$ cat src/rtl/ps2he_pkg.sv
// Package: shared types and constants of the PS/2 host edge engine.
`default_nettype none
package ps2he_pkg;

    typedef enum logic [1:0] {
        FUNC_EDGE  = 2'd0,
        FUNC_READ  = 2'd1,
        FUNC_TX    = 2'd2,
        FUNC_CLEAR = 2'd3
    } t_func;

    localparam int CFG_W = 24;

    typedef enum logic [0:0] {
        CFG_GLITCH  = 1'b0,
        CFG_TIMEOUT = 1'b1
    } t_cfg_idx;

    localparam logic [CFG_W-1:0] GLITCH_RESET  = 24'd8000;
    localparam logic [CFG_W-1:0] TIMEOUT_RESET = 24'd19200;

    localparam logic [3:0] RX_FRAME_BITS  = 4'd11;
    localparam logic [3:0] TX_RELEASE_POS = 4'd10;

    localparam logic [7:0] CODE_E0 = 8'hE0;
    localparam logic [7:0] CODE_E1 = 8'hE1;
    localparam logic [7:0] CODE_F0 = 8'hF0;
    localparam logic [7:0] CODE_FA = 8'hFA;
    localparam logic [7:0] CODE_FE = 8'hFE;
    localparam logic [7:0] CODE_AA = 8'hAA;

    localparam int PFX_E0 = 0;
    localparam int PFX_E1 = 1;
    localparam int PFX_F0 = 2;

    localparam int RPL_ACK    = 0;
    localparam int RPL_RESEND = 1;
    localparam int RPL_SELF   = 2;

    typedef struct packed {
        t_func       func;
        logic [31:0] edge_time;
        logic        data_pin;
        logic [7:0]  tx_byte;
        logic [2:0]  clear_mask;
    } t_in_word;

    typedef struct packed {
        logic        drive_enable;
        logic        drive_level;
        logic        key_valid;
        logic [15:0] key_code;
        logic        ack_seen;
        logic        resend_seen;
        logic        selftest_seen;
        logic        tx_busy;
        logic        queue_overflow;
    } t_out_word;

endpackage
`default_nettype wire

$ cat src/rtl/ps2he_if.sv
// Interfaces: valid/ready channels for event words and result words.
`default_nettype none
interface ps2he_in_if import ps2he_pkg::*; ();
    logic     valid;
    logic     ready;
    t_in_word data;

    modport source (output valid, output data, input ready);
    modport sink (input valid, input data, output ready);
endinterface

interface ps2he_out_if import ps2he_pkg::*; ();
    logic      valid;
    logic      ready;
    t_out_word data;

    modport source (output valid, output data, input ready);
    modport sink (input valid, input data, output ready);
endinterface
`default_nettype wire

$ cat src/rtl/ps2he_ram.sv
// Generic single-port-write, single-port-read RAM with registered read data.
`default_nettype none
module ps2he_ram #(
    parameter int WIDTH = 16,
    parameter int DEPTH = 16
) (
    input  wire logic                     i_clk,
    input  wire logic                     i_we,
    input  wire logic [$clog2(DEPTH)-1:0] i_waddr,
    input  wire logic [WIDTH-1:0]         i_wdata,
    input  wire logic                     i_re,
    input  wire logic [$clog2(DEPTH)-1:0] i_raddr,
    output logic      [WIDTH-1:0]         o_rdata
);

    logic [WIDTH-1:0] r_mem [DEPTH];

    always_ff @(posedge i_clk) begin
        if (i_we) begin
            r_mem[i_waddr] <= i_wdata;
        end
        if (i_re) begin
            o_rdata <= r_mem[i_raddr];
        end
    end

endmodule
`default_nettype wire

$ cat src/rtl/ps2_host_edge_engine.sv
// Top level: PS/2 host edge engine, one event word in, one result word out.
//
// Event words arrive on i_in (valid/ready); each is one of: clock falling
// edge, read key, start transmit, clear reply flags. Every accepted event
// word yields exactly one result word on o_out, taken from the output
// register, which is loaded on acceptance. One event word per cycle is taken
// while o_out is free or being emptied; the output register and the key
// queue read register set this single-cycle rate.
// If o_out stalls, i_in.ready drops and the result word holds.
// Key codes sit in a QUEUE_DEPTH-entry RAM; a read pops the oldest code,
// an empty queue returns key_valid 0 and code 0, a full queue drops the
// new code and sets the sticky overflow flag.
// Configuration: i_cfg_we with i_cfg_addr 0 (glitch limit) or 1 (timeout)
// and i_cfg_wdata; the user must write only while idle, the block does not enforce it.
// Synchronous active-low reset clears all state, the queue pointers and
// the output register, and restores the glitch limit to 8000 and the
// timeout to 19200. Queue contents need no clearing.
`default_nettype none
module ps2_host_edge_engine import ps2he_pkg::*; #(
    parameter int QUEUE_DEPTH = 16
) (
    input  wire logic             i_clk,
    input  wire logic             i_rst_n,
    input  wire logic             i_cfg_we,
    input  wire logic [0:0]       i_cfg_addr,
    input  wire logic [CFG_W-1:0] i_cfg_wdata,
    ps2he_in_if.sink              i_in,
    ps2he_out_if.source           o_out
);

    localparam int AW = $clog2(QUEUE_DEPTH);
    localparam int CW = $clog2(QUEUE_DEPTH + 1);
    localparam logic [AW-1:0] PTR_LAST = AW'(QUEUE_DEPTH - 1);
    localparam logic [CW-1:0] CNT_FULL = CW'(QUEUE_DEPTH);

    logic [CFG_W-1:0] r_glitch;
    logic [CFG_W-1:0] r_timeout;

    logic [31:0]   r_last_time, n_last_time;
    logic [10:0]   r_rx_frame, n_rx_frame;
    logic [3:0]    r_rx_bits, n_rx_bits;
    logic [8:0]    r_tx_frame, n_tx_frame;
    logic [3:0]    r_tx_pos, n_tx_pos;
    logic [2:0]    r_prefix, n_prefix;
    logic [2:0]    r_reply, n_reply;
    logic [AW-1:0] r_head, n_head;
    logic [AW-1:0] r_tail, n_tail;
    logic [CW-1:0] r_count, n_count;
    logic          r_overflow, n_overflow;
    logic          r_out_valid;
    logic          r_key_valid, n_key_valid;

    logic          in_fire;
    t_in_word      in_word;
    logic [31:0]   dt;
    logic [7:0]    rx_code;
    logic          frame_ok;
    logic [15:0]   packed_code;
    logic          push_we;
    logic          pop_re;
    logic [15:0]   ram_rdata;
    logic [3:0]    tx_idx;
    logic          drive_en;
    logic          drive_lvl;

    assign in_word   = i_in.data;
    assign i_in.ready = !r_out_valid || o_out.ready;
    assign in_fire   = i_in.valid && i_in.ready;
    assign dt        = in_word.edge_time - r_last_time;

    always_comb begin
        n_last_time = r_last_time;
        n_rx_frame  = r_rx_frame;
        n_rx_bits   = r_rx_bits;
        n_tx_frame  = r_tx_frame;
        n_tx_pos    = r_tx_pos;
        n_prefix    = r_prefix;
        n_reply     = r_reply;
        n_head      = r_head;
        n_tail      = r_tail;
        n_count     = r_count;
        n_overflow  = r_overflow;
        n_key_valid = 1'b0;
        push_we     = 1'b0;
        pop_re      = 1'b0;
        rx_code     = '0;
        frame_ok    = 1'b0;
        packed_code = '0;

        unique case (in_word.func)
            FUNC_EDGE: begin
                if (dt >= {8'd0, r_glitch}) begin
                    if (dt > {8'd0, r_timeout}) begin
                        n_rx_frame = '0;
                        n_rx_bits  = '0;
                    end
                    n_last_time = in_word.edge_time;
                    if (r_tx_pos != '0) begin
                        if (r_tx_pos >= TX_RELEASE_POS) begin
                            n_tx_frame = '0;
                            n_tx_pos   = '0;
                        end else begin
                            n_tx_pos = r_tx_pos + 4'd1;
                        end
                    end else begin
                        if (n_rx_bits < RX_FRAME_BITS && in_word.data_pin) begin
                            n_rx_frame[n_rx_bits] = 1'b1;
                        end
                        n_rx_bits = n_rx_bits + 4'd1;
                        if (n_rx_bits >= RX_FRAME_BITS) begin
                            rx_code  = n_rx_frame[8:1];
                            frame_ok = !n_rx_frame[0] && n_rx_frame[10]
                                       && ((^rx_code) ^ n_rx_frame[9]);
                            if (frame_ok) begin
                                if (rx_code == CODE_E0) begin
                                    n_prefix[PFX_E0] = 1'b1;
                                end else if (rx_code == CODE_E1) begin
                                    n_prefix[PFX_E1] = 1'b1;
                                end else if (rx_code == CODE_F0) begin
                                    n_prefix[PFX_F0] = 1'b1;
                                end else if (rx_code == CODE_FA) begin
                                    n_reply[RPL_ACK] = 1'b1;
                                end else if (rx_code == CODE_FE) begin
                                    n_reply[RPL_RESEND] = 1'b1;
                                end else if (rx_code == CODE_AA) begin
                                    n_reply[RPL_SELF] = 1'b1;
                                end else begin
                                    packed_code = {r_prefix[PFX_F0], 5'd0,
                                                   r_prefix[PFX_E1] && !r_prefix[PFX_E0],
                                                   r_prefix[PFX_E0], rx_code};
                                    if (r_count < CNT_FULL) begin
                                        push_we = 1'b1;
                                        n_head  = (r_head == PTR_LAST) ? '0 : r_head + 1'b1;
                                        n_count = r_count + 1'b1;
                                    end else begin
                                        n_overflow = 1'b1;
                                    end
                                    n_prefix = '0;
                                end
                            end
                            n_rx_frame = '0;
                            n_rx_bits  = '0;
                        end
                    end
                end
            end
            FUNC_READ: begin
                if (r_count != '0) begin
                    pop_re      = 1'b1;
                    n_tail      = (r_tail == PTR_LAST) ? '0 : r_tail + 1'b1;
                    n_count     = r_count - 1'b1;
                    n_key_valid = 1'b1;
                end
            end
            FUNC_TX: begin
                n_tx_frame = {~(^in_word.tx_byte), in_word.tx_byte};
                n_tx_pos   = 4'd1;
            end
            FUNC_CLEAR: begin
                n_reply = r_reply & ~in_word.clear_mask;
            end
            default: begin
            end
        endcase
    end

    always_ff @(posedge i_clk) begin
        if (!i_rst_n) begin
            r_glitch  <= GLITCH_RESET;
            r_timeout <= TIMEOUT_RESET;
        end else if (i_cfg_we) begin
            unique case (t_cfg_idx'(i_cfg_addr))
                CFG_GLITCH:  r_glitch  <= i_cfg_wdata;
                CFG_TIMEOUT: r_timeout <= i_cfg_wdata;
                default: begin
                end
            endcase
        end
    end

    always_ff @(posedge i_clk) begin
        if (!i_rst_n) begin
            r_last_time <= '0;
            r_rx_frame  <= '0;
            r_rx_bits   <= '0;
            r_tx_frame  <= '0;
            r_tx_pos    <= '0;
            r_prefix    <= '0;
            r_reply     <= '0;
            r_head      <= '0;
            r_tail      <= '0;
            r_count     <= '0;
            r_overflow  <= 1'b0;
            r_out_valid <= 1'b0;
            r_key_valid <= 1'b0;
        end else begin
            if (in_fire) begin
                r_last_time <= n_last_time;
                r_rx_frame  <= n_rx_frame;
                r_rx_bits   <= n_rx_bits;
                r_tx_frame  <= n_tx_frame;
                r_tx_pos    <= n_tx_pos;
                r_prefix    <= n_prefix;
                r_reply     <= n_reply;
                r_head      <= n_head;
                r_tail      <= n_tail;
                r_count     <= n_count;
                r_overflow  <= n_overflow;
                r_key_valid <= n_key_valid;
                r_out_valid <= 1'b1;
            end else if (o_out.ready) begin
                r_out_valid <= 1'b0;
            end
        end
    end

    ps2he_ram #(
        .WIDTH (16),
        .DEPTH (QUEUE_DEPTH)
    ) u_key_ram (
        .i_clk   (i_clk),
        .i_we    (in_fire && push_we),
        .i_waddr (r_head),
        .i_wdata (packed_code),
        .i_re    (in_fire && pop_re),
        .i_raddr (r_tail),
        .o_rdata (ram_rdata)
    );

    assign tx_idx    = r_tx_pos - 4'd2;
    assign drive_en  = (r_tx_pos != '0);
    assign drive_lvl = (r_tx_pos >= 4'd2 && r_tx_pos <= TX_RELEASE_POS)
                       ? r_tx_frame[tx_idx] : 1'b0;

    assign o_out.valid               = r_out_valid;
    assign o_out.data.drive_enable   = drive_en;
    assign o_out.data.drive_level    = drive_lvl;
    assign o_out.data.key_valid      = r_key_valid;
    assign o_out.data.key_code       = r_key_valid ? ram_rdata : 16'd0;
    assign o_out.data.ack_seen       = r_reply[RPL_ACK];
    assign o_out.data.resend_seen    = r_reply[RPL_RESEND];
    assign o_out.data.selftest_seen  = r_reply[RPL_SELF];
    assign o_out.data.tx_busy        = drive_en;
    assign o_out.data.queue_overflow = r_overflow;

endmodule
`default_nettype wire

$ cat src/flat_wrapper.sv
// flat-port wrapper written by rule: the top's interface ports become plain ports
module ps2_host_edge_engine_flat import ps2he_pkg::*;
#(
    parameter int QUEUE_DEPTH = 16
)
  (i_clk, i_rst_n, i_cfg_we, i_cfg_addr, i_cfg_wdata, i_in_valid, i_in_data, i_in_ready, o_out_valid, o_out_data, o_out_ready);
  ps2he_in_if i_in_i ();
  ps2he_out_if o_out_i ();
  input  wire logic i_clk;
  input  wire logic i_rst_n;
  input  wire logic i_cfg_we;
  input  wire logic [0:0] i_cfg_addr;
  input  wire logic [CFG_W-1:0] i_cfg_wdata;
  input wire logic [$bits(i_in_i.valid)-1:0] i_in_valid;
  input wire logic [$bits(i_in_i.data)-1:0] i_in_data;
  output wire logic [$bits(i_in_i.ready)-1:0] i_in_ready;
  output wire logic [$bits(o_out_i.valid)-1:0] o_out_valid;
  output wire logic [$bits(o_out_i.data)-1:0] o_out_data;
  input wire logic [$bits(o_out_i.ready)-1:0] o_out_ready;
  assign i_in_i.valid = i_in_valid;
  assign i_in_i.data = i_in_data;
  assign i_in_ready = i_in_i.ready;
  assign o_out_valid = o_out_i.valid;
  assign o_out_data = o_out_i.data;
  assign o_out_i.ready = o_out_ready;
  ps2_host_edge_engine #(.QUEUE_DEPTH(QUEUE_DEPTH)) u_core (.i_clk(i_clk), .i_rst_n(i_rst_n), .i_cfg_we(i_cfg_we), .i_cfg_addr(i_cfg_addr), .i_cfg_wdata(i_cfg_wdata), .i_in(i_in_i), .o_out(o_out_i));
endmodule
$ cat config.mk
export PLATFORM = sky130hd
export DESIGN_NAME = ps2_host_edge_engine_flat
export DESIGN_NICKNAME = d
export VERILOG_FILES = /design/src/rtl/ps2he_pkg.sv /design/src/rtl/ps2he_if.sv /design/src/rtl/ps2he_ram.sv /design/src/rtl/ps2_host_edge_engine.sv /design/src/flat_wrapper.sv
export SDC_FILE = /design/constraint.sdc
export NUM_CORES = 1
export LEC_CHECK = 0
export ABC_AREA = 0
export BUFFER_PORTS_ARGS = -buffer_cell sky130_fd_sc_hd__buf_4
export CAP_MARGIN = 20
export CELL_PAD_IN_SITES_DETAIL_PLACEMENT = 0
export CELL_PAD_IN_SITES_GLOBAL_PLACEMENT = 1
export CORE_MARGIN = 10
export CORE_UTILIZATION = 35
export CTS_BUF_LIST = sky130_fd_sc_hd__clkbuf_16
export DETAILED_ROUTE_END_ITERATION = 8
export PLACE_DENSITY_LB_ADDON = 0.3
export SYNTH_ARGS = -nofsm -noshare
export SYNTH_HDL_FRONTEND = slang
export SYNTH_SLANG_ARGS = --single-unit
$ cat constraint.sdc
create_clock -name i_clk -period 8.35 [get_ports i_clk]
set_input_delay 0.835 -clock i_clk [delete_from_list [all_inputs] [get_ports i_clk]]
set_output_delay 0.835 -clock i_clk [all_outputs]
set_load 0.02 [all_outputs]
== Yosys cells after proc, flatten, opt, wreduce, memory -nomap -nowiden ==
Memory sizes are Yosys's and may differ from the RTL's. A register that Yosys moved wholly into a read port is not among the register bits.
Index checks and enable logic that the tools add are counted.

* Multiplexer cells: 93
* Multipliers: 0
* Div/mod/pow operators: 0
* Shift-type cells: 0
* Add/subtract/negate cells: 8
* Equal/unequal tests: 40
* Bitwise logic cells: 14
* Order comparisons: 11
* Reductions and logical operators: 37

{| class="wikitable"
|+ Operator list
! cell !! count
|-
| $mux 16 || 12
|-
| $mux 11 || 9
|-
| $mux 5 || 12
|-
| $eq 8x8->1 const B || 6
|-
| $ne 2x1->1 const B || 22
|-
| $reduce_and 11->1 || 4
|-
| $mux 4 || 10
|-
| $ge 32x24->1 || 1
|-
| $gt 32x24->1 || 1
|-
| $sub 32x32->32 || 1
|-
| $mux 3 || 10
|-
| $mux 1 || 29
|-
| $mux 9 || 3
|-
| $reduce_and 13->1 || 2
|-
| $pmux 9 s2 || 1
|-
| $add 4x1->4 const B || 4
|-
| $reduce_xor 8->1 || 2
|-
| $ne 2x2->1 const B || 7
|-
| $reduce_and 14->1 || 1
|-
| $reduce_and 12->1 || 1
|-
| $or 11x11->11 || 1
|-
| $lt 4x5->1 const B || 2
|-
| $not 1->1 || 10
|-
| $pmux 5 s2 || 1
|-
| 32 further kinds || 51
|}

* Register bits after elaboration: 130
* RAM bits: 256
* Word-level logic and storage cells: 223
* Bits in read-only memories: 0
* Memories kept: 1
* Bits in latches: 0
* Output and inout bits: 26

{| class="wikitable"
|+ Memory list
! memory !! depth !! bits a word !! read ports !! clocked after Yosys merged registers in !! wr ports !! RTL line !! source
|-
| u_core.u_key_ram.r_mem || 16 || 16 || 1 || 1 || 1 || ps2he_ram.sv:16 || <nowiki>logic [WIDTH-1:0] r_mem [DEPTH];</nowiki>
|}

== Depth between registers and ports, before layout ==
* Depth in word-level cells: 29
* Depth in mapped cells: 40
* Depth with buffers taken out: 37

== By module ==
From an unflattened synthesis, not the netlist that was laid out.

* Cells, all modules: 1594
* Area total of the unflattened synthesis: 19466.2 um2

{| class="wikitable"
|+ Modules (own cells, without submodules)
! module !! times used !! cells an instance !! area an instance (um2)
|-
| ps2he_ram || 1 || 432 || 10202.3
|-
| ps2_host_edge_engine || 1 || 1162 || 9263.9
|}

== Worst setup path before layout ==
Ideal clock, no wire load.

* Kind: input to register
* Start: in i_in_data[12]
* End: mem u_core.u_key_ram.r_mem[3][0] (enable)
* Arrival: 8.503 ns
* Slack: -0.546 ns
* Cell stages on the path: 39
* Library setup time: 0.393 ns
* Path through: inv_1 > ha_1 > inv_1 > fa_1 > a21o_1 > a221o_1 > a31oi_1 > nor2_1 > nor2_1 > o21ai_0 > a31oi_1 > xnor2_1 > ha_1 > a21oi_1 > o221ai_1 > a211oi_1 > o21bai_1 > o21ai_0 > [... 3 more ...] > nand2_1 > inv_1 > ha_1 > clkbuf_1 > nor2_1 > and4_1 > nor2_1 > nor2_1 > ha_1 > xnor2_1 > xnor2_1 > xnor2_1 > or3_1 > a31o_4 > nand2b_1 > nor3_1 > nand3_1 > nor3_1

* Cells in the longest elaborated chain, start to end: 29

{| class="wikitable"
|+ Ends and longest elaborated chain
! element !! RTL line !! source
|-
| start: declaration || flat_wrapper.sv:15 || <nowiki>input wire logic [$bits(i_in_i.data)-1:0] i_in_data;</nowiki>
|-
| $sub 32x32->32 (*) || ps2_host_edge_engine.sv:69 || <nowiki>assign dt = in_word.edge_time - r_last_time;</nowiki>
|-
| $gt 32x24->1 || ps2_host_edge_engine.sv:93 || <nowiki>if (dt > {8'd0, r_timeout}) begin</nowiki>
|-
| $mux 4 || ps2_host_edge_engine.sv:93 ||
|-
| $mux 4 || ps2_host_edge_engine.sv:92 || <nowiki>if (dt >= {8'd0, r_glitch}) begin</nowiki>
|-
| $mux 4 || ps2_host_edge_engine.sv:90 || <nowiki>unique case (in_word.func)</nowiki>
|-
| $lt 4x5->1 (implied by the code) / $ge 4x1->1 (equally long branches) || ps2_host_edge_engine.sv:107 || <nowiki>n_rx_frame[n_rx_bits] = 1'b1;</nowiki>
|-
| $logic_and 1x1->1 (implied by the code) || ps2_host_edge_engine.sv:107 ||
|-
| $mux 1 (implied by the code) || ps2_host_edge_engine.sv:107 ||
|-
| [... 13 more ...] || -- ||
|-
| $mux 1 || ps2_host_edge_engine.sv:114 || <nowiki>if (frame_ok) begin</nowiki>
|-
| $mux 1 || ps2_host_edge_engine.sv:110 || <nowiki>if (n_rx_bits >= RX_FRAME_BITS) begin</nowiki>
|-
| $mux 1 || ps2_host_edge_engine.sv:98 || <nowiki>if (r_tx_pos != '0) begin</nowiki>
|-
| $mux 1 (*) || ps2_host_edge_engine.sv:92 ||
|-
| $mux 1 (*) || ps2_host_edge_engine.sv:90 ||
|-
| $logic_and 1x1->1 (*) || ps2_host_edge_engine.sv:222 || <nowiki>.i_we (in_fire && push_we),</nowiki>
|-
| $mux 1 (*) || ps2he_ram.sv:19 || <nowiki>if (i_we) begin</nowiki>
|-
| $mux 1 (implied by the code) (*) || ps2he_ram.sv:20 || <nowiki>r_mem[i_waddr] <= i_wdata;</nowiki>
|-
| end: declaration || ps2he_ram.sv:16 ||
|}

Mark *: on every way between the ends. The rest lies on a longest branch, timed or not. The select of a mux whose other input is x is not followed.

== Worst setup path after layout ==
* Start: in i_in_data[12]
* End: mem u_core.u_key_ram.r_mem[1][3] (enable)

Same word-level chain as after synthesis.

==> results.txt <==
The worst min-delay path class is reg2reg. The maximum buffer depth of the clock tree is 3. The y dimension of the die is about 240 um. The adder-cell share of the synthesized area came out at 8.46%. The leakage power summed over all cells came out at 0.00666 uW. The tree is rooted in a sky130_fd_sc_hd__clkbuf_16. The pre-antenna-repair detailed-routing pass consisted of 4 iterations. The worst setup path is of the in2reg kind. The number of global-route vias before repair came out at 12,073.

The final hold violation count was 0. Among all stages on the critical path, the largest delay is contributed by sky130_fd_sc_hd__fa_1. The number of warnings issued by yosys came out at 0. The HPWL after detailed placement came out at roughly 31 mm. The parity-gate share of the synthesized area counting xor and xnor cells is 2.31%.

The number of H-tree branching levels is 2. The post-route clock skew is 0.0115 ns. The worst-case setup margin in the final layout came out at 0.703 ns. The mean area per synthesized cell came out at 11.1 um2.

The post-detailed-route count of antenna-violating nets came out at 0. The arrival time at the worst endpoint is between 7 and 8 ns. The register bit total from synthesis came out at 317. The flow ran to the end, and the final reports show no timing, DRC or antenna violations. The highest fanout seen on the critical path came out at 11.

The worst setup timing slack at the placement stage came out at -0.105 ns. The sum of routed wire length over all layers is 42.1 mm. By area, the combinational part of the netlist is dominated by compound AO/OA/AOI/OAI gates. The most used flip-flop cell after synthesis is sky130_fd_sc_hd__edfxtp_1. The count of mapped cells out of synthesis came out at 1,462. The repair_antennas step left the layout with diodes totalling 0. The minimum period implied by the final worst setup slack is 7.65 ns. The slew at the pin closest to its max-slew limit is between 1 and 1.5 ns. The post-synthesis compound-gate area fraction came out at 12.1%.

The count of distinct cell types in the synthesized netlist is 78. The die outline width is 236 um. The number of antenna violations at the first check in global routing is 0.

The TritonCTS clock tree is built. The worst ir drop on vdd came out at 153 uV. The share of flip-flops with an asynchronous set or reset came out at 0%. Global routing used 15.0% of the available tracks. The placed cell area came out at about 19,000 um2. The fraction of layout cells with a size suffix above 1 is 20.6%. In this run, the number of DRC markers left after iteration 0 of detailed routing was ~690. The final number of setup-violating endpoints is 0. The share of the cycle needed by the critical path after routing is 91.6%.

The count of final max-slew check failures is 0. The power per cell area came out at 186 nW/um2. On the worst path, the slowest cell contributes a delay of 0.42 ns.

The via count came out at 11,624. The post-synthesis cell area is 16,300 um2. The total overflow left after global routing is 0. The synthesized design contains roughly 190 enable-type register cells.

Measured against its own limit, the worst slew margin works out to 27.9%. The startpoint identified for the worst register-to-register timing path is u_core.r_last_time[0]. The total number of clock tree sinks came out at about 320. The total non-filler cell area in the finished layout is slightly below 20,000 um2. The minimum hold slack is 0.454 ns. The library cells used most frequently in the layout, excluding fill and tap cells, are sky130_fd_sc_hd__edfxtp_1 (187), sky130_fd_sc_hd__buf_4 (167), sky130_fd_sc_hd__nand2_1 (151), sky130_fd_sc_hd__dfxtp_1 (128), sky130_fd_sc_hd__inv_1 (123).

The library cell used most frequently in the layout, excluding fill and tap cells, is sky130_fd_sc_hd__edfxtp_1. The wire length of the first global-routing pass is 67.3 mm. The worst hold path begins at u_core.r_glitch[19]. The combined area of the multi-input logic cells is 7430 um2.

Compared with the post-synthesis result, the final layout area differs by 21.0%. The number of filler cells placed in the layout is 4,328. The worst-skew pair later-pin latency came out at 0.56 ns. The number of rows created at floorplan is 78. The post-synthesis sequential area ratio came out at 50.4%. The area of all sequential standard cells came out at 8220 um2.

The floorplan step defined a die boundary enclosing 55,600 um2. The buffer count from post-CTS setup fixing came out at 0. The number of remaining DRC errors came out at 0.

The maximum operating frequency is roughly 130 MHz. After Yosys synthesis, and, or, nand and nor cells account for 11.8% of the synthesized area. Counting the buffers created by CTS gives 37. The initial core utilization came out at 35.7%. The max capacitance violation total is 0.

STA classifies the critical path startpoint as an input pin. The most critical setup path has its startpoint at i_in_data[12]. The proportion of synthesized area in mux cells came out at 10.0%. The number of nets in the layout came out at 1,807. The congestion estimate from routability-driven global placement came to 0.819.

The hold-fix buffer count after cts is 0. The worst setup path is captured at a flop. Dividing the detail-routed via count by the number of cells gives 5.18. The average wire length per cell after detail routing came out at ~19 um. The port buffer count is between 90 and 100.

The core box area is ~46,000 um2. The post-layout total power is 3670 uW. The worst path required time came out at 8.62 ns. The CTS clock-pin slew for the worst setup and hold paths came out at 0.06 ns. The I/O pin count came out at 102. The pin count of the biggest net entering global routing came out at 51.
[layer usage]
metal	share of wire [%]	up-vias	track usage, %	wire length, um
li1	-	5682	-	-
met1	44	5672	18.6	18600
met2	49	210	25.7	20500
met3	4.5	60	3.30	1890
met4	2.6	0	4.49	1090
met5	0	-	0	0
[critical path, delay by kind of cell]
kind	cells	cell delay (ns)
compound gates	12	2.51
buf+inv	7	0.91
simple gates	11	1.61
fa+ha+maj	5	1.39
xor+xnor	4	0.64
[what timing repair did]
item,in CTS,in global routing
endpoints found under the hold margin,0,0
gates resized for setup,0,3
setup endpoints to repair,0,341
[flip-flops by register name (all words and copies together) (netlist names), 5 cells and up]
name / count
u_core.r_tx_frame: 9
u_core.r_count: 5
u_core.r_last_time: 32
u_core.u_key_ram.o_rdata: 11
u_core.u_key_ram.r_mem: 176
u_core.r_glitch: 24
u_core.r_timeout: 24
u_core.r_rx_frame: 11
[final timing paths]
check,cells past startpoint,endpoint,slack [ns]
max,39,u_core.u_key_ram.r_mem[1][3],0.70
min,2,u_core.r_glitch[19],0.45
max reg2reg,37,u_core.u_key_ram.r_mem[1][3],0.83
min reg2reg,2,u_core.r_glitch[19],0.45
[final cells by class]
type / count / share of cell area, %
Sequential cell: 317 / 41.7
Multi-Input combinational cell: 958 / 37.7
Timing Repair Buffer: 189 / 8.63
Clock buffer: 38 / 4.82
Tap cell: 600 / 3.81
Inverter: 119 / 2.27
Clock inverter: 24 / 1.10
[metrics by stage]
stage,cells,utilization (%),setup TNS [ns]
3_3_place_gp,2182,40.5,-0.00449
5_1_grt,2245,43.2,-0.0587
4_1_cts,2244,43.1,0
2_1_floorplan,1466,-,-0.0693
3_5_place_dp,2182,40.5,-13.43
6_report,2245,43.2,0
[Yosys cell counts, types with 6 or more instances]
cell | count | area share [%]
sky130_fd_sc_hd__a211o_1 | 6 | 0.32
sky130_fd_sc_hd__a211oi_1 | 14 | 0.65
sky130_fd_sc_hd__a21o_1 | 18 | 0.83
sky130_fd_sc_hd__a21oi_1 | 99 | 3.0
sky130_fd_sc_hd__a22o_1 | 14 | 0.75
sky130_fd_sc_hd__a31oi_1 | 11 | 0.42
sky130_fd_sc_hd__and2_1 | 17 | 0.65
sky130_fd_sc_hd__and3_1 | 20 | 0.77
sky130_fd_sc_hd__buf_1 | 8 | 0.18
sky130_fd_sc_hd__buf_4 | 12 | 0.55
sky130_fd_sc_hd__clkbuf_1 | 48 | 1.1
sky130_fd_sc_hd__dfxtp_1 | 130 | 16
sky130_fd_sc_hd__edfxtp_1 | 187 | 34
sky130_fd_sc_hd__ha_1 | 107 | 8.2
sky130_fd_sc_hd__inv_1 | 117 | 2.7
sky130_fd_sc_hd__mux2i_1 | 35 | 2.2
sky130_fd_sc_hd__mux4_2 | 57 | 7.9
sky130_fd_sc_hd__nand2_1 | 151 | 3.5
sky130_fd_sc_hd__nand2b_1 | 8 | 0.31
sky130_fd_sc_hd__nand3_1 | 35 | 1.1
sky130_fd_sc_hd__nand4_1 | 22 | 0.84
sky130_fd_sc_hd__nor2_1 | 96 | 2.2
sky130_fd_sc_hd__nor2b_1 | 11 | 0.42
sky130_fd_sc_hd__nor3_1 | 21 | 0.65
sky130_fd_sc_hd__o211ai_1 | 19 | 0.88
sky130_fd_sc_hd__o21a_1 | 10 | 0.46
sky130_fd_sc_hd__o21ai_0 | 42 | 1.3
sky130_fd_sc_hd__o2bb2ai_1 | 7 | 0.38
sky130_fd_sc_hd__xnor2_1 | 28 | 1.5
sky130_fd_sc_hd__xor2_1 | 15 | 0.81
[power breakdown]
group          total, uW  switching [uW]  internal [uW]  leakage, uW
Sequential          1670            11.3           1660      0.00233
Clock               1580             655            921     0.000596
Combinational        422             245            177      0.00373
Total               3670             911           2760      0.00666
[cells by family after synthesis]
kind of cell	count (synthesis)
xor gates and xnor gates	43
muxes	92
adders and majority gates	109
DFF	317
other	1
AOI/OAI and AO/OA	299
buffers and inverters	191
and+or+nand+nor	410
No activity file was read; power rests on OpenSTA's default activity.
